`src/rtl/prtu_pkg.sv`:
```
// Shared types, action codes and fixed widths for the planar rigid transform unit.
package prtu_pkg;

  // Action codes
  localparam logic [2:0] ACT_POINT   = 3'd0;
  localparam logic [2:0] ACT_VECTOR  = 3'd1;
  localparam logic [2:0] ACT_TWIST   = 3'd2;
  localparam logic [2:0] ACT_INVERT  = 3'd3;
  localparam logic [2:0] ACT_COMPOSE = 3'd4;

  // Fixed-point format of positions and the twist rate
  localparam int FRACTION_BITS = 16;

  // Pipeline depth, request enters stage 1 and leaves from stage NUM_STAGES
  localparam int NUM_STAGES = 7;

  // Angle phase bits inside one quadrant
  localparam int PHASE_W = 14;

  // Quarter-wave table entries: unsigned Q1.30 in [0, 2^30]
  localparam int          TRIG_W      = 31;
  localparam int          TRIG_FRAC   = 30;
  localparam logic [63:0] HALF_PI_Q30 = 64'd1686629713;
  localparam longint      TRIG_ONE    = 64'sd1 <<< TRIG_FRAC;

  // Datapath widths after rounding
  localparam int PROD_W = 64;
  localparam int ROT_W  = PROD_W - TRIG_FRAC;        // rounded rotation term
  localparam int TW_W   = PROD_W - FRACTION_BITS;    // rounded twist cross term
  localparam int TOT_W  = TW_W + 1;                  // sum before saturation

  typedef logic [NUM_STAGES:1] stage_en_t;

  typedef struct packed {
    logic [2:0]         action;
    logic signed [31:0] tf_x;
    logic signed [31:0] tf_y;
    logic signed [15:0] tf_angle;
    logic signed [31:0] arg_x;
    logic signed [31:0] arg_y;
    logic signed [15:0] arg_angle;
    logic signed [31:0] arg_omega;
  } in_t;

  typedef struct packed {
    logic signed [31:0] out_x;
    logic signed [31:0] out_y;
    logic signed [15:0] out_angle;
    logic signed [31:0] out_omega;
    logic               saturated;
  } out_t;

  // Request state through the rotation stages
  typedef struct packed {
    logic [2:0]         action;
    logic signed [31:0] op_a;
    logic signed [31:0] op_b;
    logic signed [31:0] tx;
    logic signed [31:0] ty;
    logic signed [31:0] w;
    logic signed [15:0] angle;
    logic signed [31:0] omega;
  } item_t;

  // What the finishing stages still need
  typedef struct packed {
    logic [2:0]         action;
    logic signed [31:0] tx;
    logic signed [31:0] ty;
    logic signed [15:0] angle;
    logic signed [31:0] omega;
  } tail_t;

endpackage

```
`src/rtl/prtu_finish.sv`:
```
// Rounding, translation or twist add, and saturation (stages 6 and 7).
module prtu_finish (
  input  logic                                clk,
  input  prtu_pkg::stage_en_t                 adv,
  input  logic signed [prtu_pkg::PROD_W-1:0]  sx,
  input  logic signed [prtu_pkg::PROD_W-1:0]  sy,
  input  logic signed [prtu_pkg::PROD_W-1:0]  twx,
  input  logic signed [prtu_pkg::PROD_W-1:0]  twy,
  input  prtu_pkg::tail_t                     tail,
  output prtu_pkg::out_t                      out_r
);

  localparam logic signed [prtu_pkg::PROD_W-1:0] HALF_TRIG =
    prtu_pkg::PROD_W'(64'sd1 <<< (prtu_pkg::TRIG_FRAC - 1));
  localparam logic signed [prtu_pkg::PROD_W-1:0] HALF_FRAC =
    prtu_pkg::PROD_W'(64'sd1 <<< (prtu_pkg::FRACTION_BITS - 1));
  localparam logic signed [prtu_pkg::TOT_W-1:0] SAT_HI =
    prtu_pkg::TOT_W'(signed'(32'h7fff_ffff));
  localparam logic signed [prtu_pkg::TOT_W-1:0] SAT_LO =
    prtu_pkg::TOT_W'(signed'(32'h8000_0000));

  logic signed [prtu_pkg::PROD_W-1:0] sx_bias;
  logic signed [prtu_pkg::PROD_W-1:0] sy_bias;
  logic signed [prtu_pkg::PROD_W-1:0] twx_bias;
  logic signed [prtu_pkg::PROD_W-1:0] twy_bias;
  logic signed [prtu_pkg::ROT_W-1:0]  rot_x;
  logic signed [prtu_pkg::ROT_W-1:0]  rot_y;
  logic signed [prtu_pkg::TW_W-1:0]   tw_x;
  logic signed [prtu_pkg::TW_W-1:0]   tw_y;
  logic                               known;
  logic signed [prtu_pkg::TOT_W-1:0]  rx_nxt;
  logic signed [prtu_pkg::TOT_W-1:0]  ry_nxt;
  logic signed [prtu_pkg::TOT_W-1:0]  addx_nxt;
  logic signed [prtu_pkg::TOT_W-1:0]  addy_nxt;

  logic signed [prtu_pkg::TOT_W-1:0]  rx_r;
  logic signed [prtu_pkg::TOT_W-1:0]  ry_r;
  logic signed [prtu_pkg::TOT_W-1:0]  addx_r;
  logic signed [prtu_pkg::TOT_W-1:0]  addy_r;
  logic signed [15:0]                 angle_r;
  logic signed [31:0]                 omega_r;

  logic signed [prtu_pkg::TOT_W-1:0]  tot_x;
  logic signed [prtu_pkg::TOT_W-1:0]  tot_y;
  logic                               hi_x;
  logic                               lo_x;
  logic                               hi_y;
  logic                               lo_y;
  prtu_pkg::out_t                     out_nxt;

  // Stage 6: round half up, floor by arithmetic shift via part-select
  assign sx_bias  = sx + HALF_TRIG;
  assign sy_bias  = sy + HALF_TRIG;
  assign twx_bias = twx + HALF_FRAC;
  assign twy_bias = twy + HALF_FRAC;
  assign rot_x    = sx_bias[prtu_pkg::PROD_W-1:prtu_pkg::TRIG_FRAC];
  assign rot_y    = sy_bias[prtu_pkg::PROD_W-1:prtu_pkg::TRIG_FRAC];
  assign tw_x     = twx_bias[prtu_pkg::PROD_W-1:prtu_pkg::FRACTION_BITS];
  assign tw_y     = twy_bias[prtu_pkg::PROD_W-1:prtu_pkg::FRACTION_BITS];

  assign known = (tail.action == prtu_pkg::ACT_POINT)  ||
                 (tail.action == prtu_pkg::ACT_VECTOR) ||
                 (tail.action == prtu_pkg::ACT_TWIST)  ||
                 (tail.action == prtu_pkg::ACT_INVERT) ||
                 (tail.action == prtu_pkg::ACT_COMPOSE);

  assign rx_nxt = known ? prtu_pkg::TOT_W'(rot_x) : '0;
  assign ry_nxt = known ? prtu_pkg::TOT_W'(rot_y) : '0;

  // Second addend per action
  always_comb begin
    case (tail.action)
      prtu_pkg::ACT_POINT,
      prtu_pkg::ACT_COMPOSE: begin
        addx_nxt = prtu_pkg::TOT_W'(tail.tx);
        addy_nxt = prtu_pkg::TOT_W'(tail.ty);
      end
      prtu_pkg::ACT_TWIST: begin
        addx_nxt = prtu_pkg::TOT_W'(tw_x);
        addy_nxt = prtu_pkg::TOT_W'(tw_y);
      end
      default: begin
        addx_nxt = '0;
        addy_nxt = '0;
      end
    endcase
  end

  always_ff @(posedge clk) begin
    if (adv[6]) begin
      rx_r    <= rx_nxt;
      ry_r    <= ry_nxt;
      addx_r  <= addx_nxt;
      addy_r  <= addy_nxt;
      angle_r <= tail.angle;
      omega_r <= tail.omega;
    end
  end

  // Stage 7: final add and clip to 32 bits
  assign tot_x = rx_r + addx_r;
  assign tot_y = ry_r + addy_r;
  assign hi_x  = (tot_x > SAT_HI);
  assign lo_x  = (tot_x < SAT_LO);
  assign hi_y  = (tot_y > SAT_HI);
  assign lo_y  = (tot_y < SAT_LO);

  always_comb begin
    out_nxt.out_x     = hi_x ? 32'sh7fff_ffff :
                        lo_x ? 32'sh8000_0000 : tot_x[31:0];
    out_nxt.out_y     = hi_y ? 32'sh7fff_ffff :
                        lo_y ? 32'sh8000_0000 : tot_y[31:0];
    out_nxt.out_angle = angle_r;
    out_nxt.out_omega = omega_r;
    out_nxt.saturated = hi_x | lo_x | hi_y | lo_y;
  end

  always_ff @(posedge clk) begin
    if (adv[7]) begin
      out_r <= out_nxt;
    end
  end

endmodule

```
`config.mk`:
```
export PLATFORM = sky130hd
export DESIGN_NAME = prtu_finish
export DESIGN_NICKNAME = d
export VERILOG_FILES = /design/src/rtl/prtu_pkg.sv /design/src/rtl/prtu_finish.sv
export SDC_FILE = /design/constraint.sdc
export NUM_CORES = 1
export LEC_CHECK = 0
export CORE_UTILIZATION = 41
export CTS_CLUSTER_SIZE = 14
export DETAILED_ROUTE_END_ITERATION = 7
export DONT_BUFFER_PORTS = 1
export SYNTH_ARGS = -nofsm -noshare
export SYNTH_HDL_FRONTEND = slang
export SYNTH_SLANG_ARGS = --single-unit
```
`constraint.sdc`:
```
create_clock -name clk -period 4.3 [get_ports clk]
set_input_delay 0.86 -clock clk [delete_from_list [all_inputs] [get_ports clk]]
set_output_delay 0.86 -clock clk [all_outputs]
set_load 0.05 [all_outputs]
```
==> flow_summary.ini <==
[timing]
max_freq_ghz = 0.242
worst_pin_slew_ns = 0.866
finalCritPeriodShare_pct = 96.1
skew_ns = 0.0249
hold_violations = 0
setup_viol = 0
setup_slack_ns = 0.168
min_period_ns = 4.13
slew_headroom_pct = 42.2
tns_ns = 0
drv_slew = 0
holdWs_ns = 0.371

[place]
gp_congestion = 0.929
place.port_buffers = 0
dp_worst_setup_slack_ns = -0.0935
placed_cells_incl_taps = 2823
dp_hpwl_um = 49600

[setup_path]
cp.depth = 15
r2r_slack_ns = 0.17
start_kind = flop
crit_family = simple AND/OR/NAND/NOR gates
required_ns = 4.61
r2r-end = out_r[0]
cpPeakStageDelay_ns = 0.52
critical_path_class = reg2reg
endpoint_kind = flop
crit_path_top_delay_cell = edfxtp_1
crit_fanout = 7
crit_start = rx_r[33]
setup.worst_path.end = out_r[0]
worstRegToRegCells = 15
reg2reg_from = rx_r[33]
path_common_cell = buf_4
critPathBufInv = 3
worstPathArrival_ns = 4.45
path_cells = ha_1 > nand2_1 > nor4_1 > buf_4 > nand3_1 > a211oi_4 > nor3_1 > o31a_1 > xnor2_1 > a2111o_1 > nand4bb_1 > buf_4 > nor3_1 > buf_4 > o22ai_1

[global_routing]
grt_max_degree = 213
grt_pass1_wl_um = 94100
grt_pass1_vias = 15900
antenna_found_initial = 2
track_usage_pct = 24.0
gr-total-overflow = 0

[logic_synthesis]
synth_edf_count = 325
netlist_top_cells_area = edfxtp_1 (47%), ha_1 (6.0%), xor2_1 (5.0%)
yosysTopAreaCellShare_pct = 47.0
yosysTopAreaCell = edfxtp_1
synthFlopType = edfxtp_1
async_flop_share_pct = 0
syn_inst = 2121
ys_warn_count = 0
ys_seq_area_share_pct = 47.0
synth_cell_types = 87
syn-num-nets = 2602
syn_avg_cell_area_um2 = 9.80
ys_ff_latch = 325
syn-cell-area_um2 = 20800

[floorplanning]
rows = 82
die-width_um = 227
fp.dieH_um = 227
start_util_pct = 41.5
io_pins = 492
core_um2 = 50100
fp.dieArea_um2 = 51600

[finish]
final_cell_mix = edfxtp_1 (325), nand2_1 (258), o21ai_0 (188), nor2_1 (184), a21oi_1 (152)
regArea_um2 = 9760
fin_nets = 2673
fillers = 4783
multiInputGateArea_um2 = 10600
area_growth_pct = 13.5
final_common_cell = edfxtp_1
drive_gt1_share_pct = 9.97
final_cells = 2891

[cts]
worst_skew_pair.late_latency_ns = 0.58
cts.clk_slew.worst_paths_ns = 0.06
cts.sink_count = 325
cts.htree.levels = 2
cts_tree = built
cts_buffers = 37
root_buffer = clkbuf_16
clk_path_buf_depth = 3

[routing]
final_antenna_net_count = 0
routedWlPerCell_um = 21.8
drtPass1Iterations = 5
vias = 16700
drc_errors = 0
drt_iter0_markers = 1126
vias_per_cell = 5.78
routed_wl_um = 63000

[job]
drv_cap = 0

[power_and_ir_drop]
irDropWorstVdd_uv = 252
powerDensity_nw_per_um2 = 446
p_leak_nw = 8.33

[status]
run_status = finished clean

[hold_path]
holdCritPathClass = in2reg
final cells by class:
cell class	count	share of cell area, %
multi-input combinational	1670	45.1
sequential	325	41.4
clock buffer	41	3.99
timing repair buffer	112	3.78
tap	672	3.56
clock inverter	22	1.49
inverter	46	0.732
antenna	3	0.0318
timing repair:
action / CTS / global route
setup buffers: 0 / 2
hold endpoints to repair: 0 / 0
hold buffers: 0 / 0
pin swaps: 0 / 9
gates resized for setup: 2 / 22
setup endpoints to repair: 26 / 63
metal layers:
metal	GRT usage, %	vias up	wire length (µm)
met3	5.69	59	5030
li1	-	8015	-
met4	4.76	0	972
met1	33.2	8003	28700
met2	38.1	632	28300
met5	0	-	0
stage by stage:
step	util [%]	cell area (µm²)	power [W]
after CTS	46.9	23500	0.0105
final	47.1	23600	0.0105
after global placement	44.3	22200	0.00710
after floorplan	-	20800	0.00622
after detailed placement	44.3	22200	0.00712
after global routing	47.1	23600	0.0110
Yosys cell counts (3+ instances only):
library cell / instances
nand2b_1: 20
a311oi_1: 4
and2_1: 12
a31o_2: 3
nor3b_1: 11
or3_1: 19
xor2_1: 119
edfxtp_1: 325
a21boi_0: 3
and3_1: 42
a41oi_1: 4
ha_1: 100
o211a_1: 5
o31a_1: 3
mux2i_1: 3
clkbuf_1: 61
and4_1: 17
nor2b_1: 16
nor4_1: 11
or2_2: 8
nand3b_1: 7
nand3_1: 81
o211ai_1: 15
nand2_1: 258
a21o_1: 23
o2111ai_1: 8
a31oi_1: 27
a211oi_1: 24
o22ai_1: 4
or4_1: 5
a221oi_1: 5
o21a_1: 12
inv_1: 45
nand4_1: 52
o21bai_1: 11
nor3_1: 35
o21ai_0: 191
a21oi_1: 154
nor2_1: 185
a211o_1: 4
buf_2: 12
o311ai_0: 4
o31ai_1: 4
xnor2_1: 111
worst min-delay path by stage:
stage                     depth (start not counted)  slack [ns]   startpoint          end
after floorplan                                   0        0.40   omega_r[9]    out_r[10]
after global placement                            0        0.40   omega_r[4]     out_r[5]
after detailed placement                          0        0.40  omega_r[17]    out_r[18]
after CTS                                         0        0.34     tail[15]  omega_r[15]
after global routing                              0        0.34     tail[15]  omega_r[15]
final                                             0        0.37     tail[15]  omega_r[15]
report_power, final:
part	switching, W	internal (W)
clock	0.00137	0.00202
combinational	0.00157	0.00103
sequential	0.000629	0.00390
flip-flops by register name (all words and copies together), names as in the netlist:
register	flops
addy_r	48
rx_r	34
ry_r	34
omega_r	32
out_r	113
addx_r	48
angle_r	16
kinds of logic (layout without fill, tap and decap cells):
logic type | Yosys count | count (layout) | synth area share (%)
xor gates and xnor gates | 230 | 230 | 9.69
muxes | 4 | 4 | 0.199
other | 0 | 3 | 0
DFF | 325 | 325 | 47.0
buffers and inverters | 126 | 221 | 2.43
and+or+nand+nor | 797 | 797 | 18.7
adders and majority gates | 102 | 102 | 6.21
AOI/OAI and AO/OA | 537 | 537 | 15.8
worst register-to-register path, cell delays in order (launching register included):
cell	delay (ns)
edfxtp_1	0.52
ha_1	0.36
nand2_1	0.09
nor4_1	0.46
buf_4	0.20
nand3_1	0.16
a211oi_4	0.31
nor3_1	0.14
o31a_1	0.31
xnor2_1	0.16
a2111o_1	0.31
nand4bb_1	0.18
buf_4	0.17
nor3_1	0.28
buf_4	0.18
o22ai_1	0.07
Note: power is estimated with default switching activity, not from simulation.
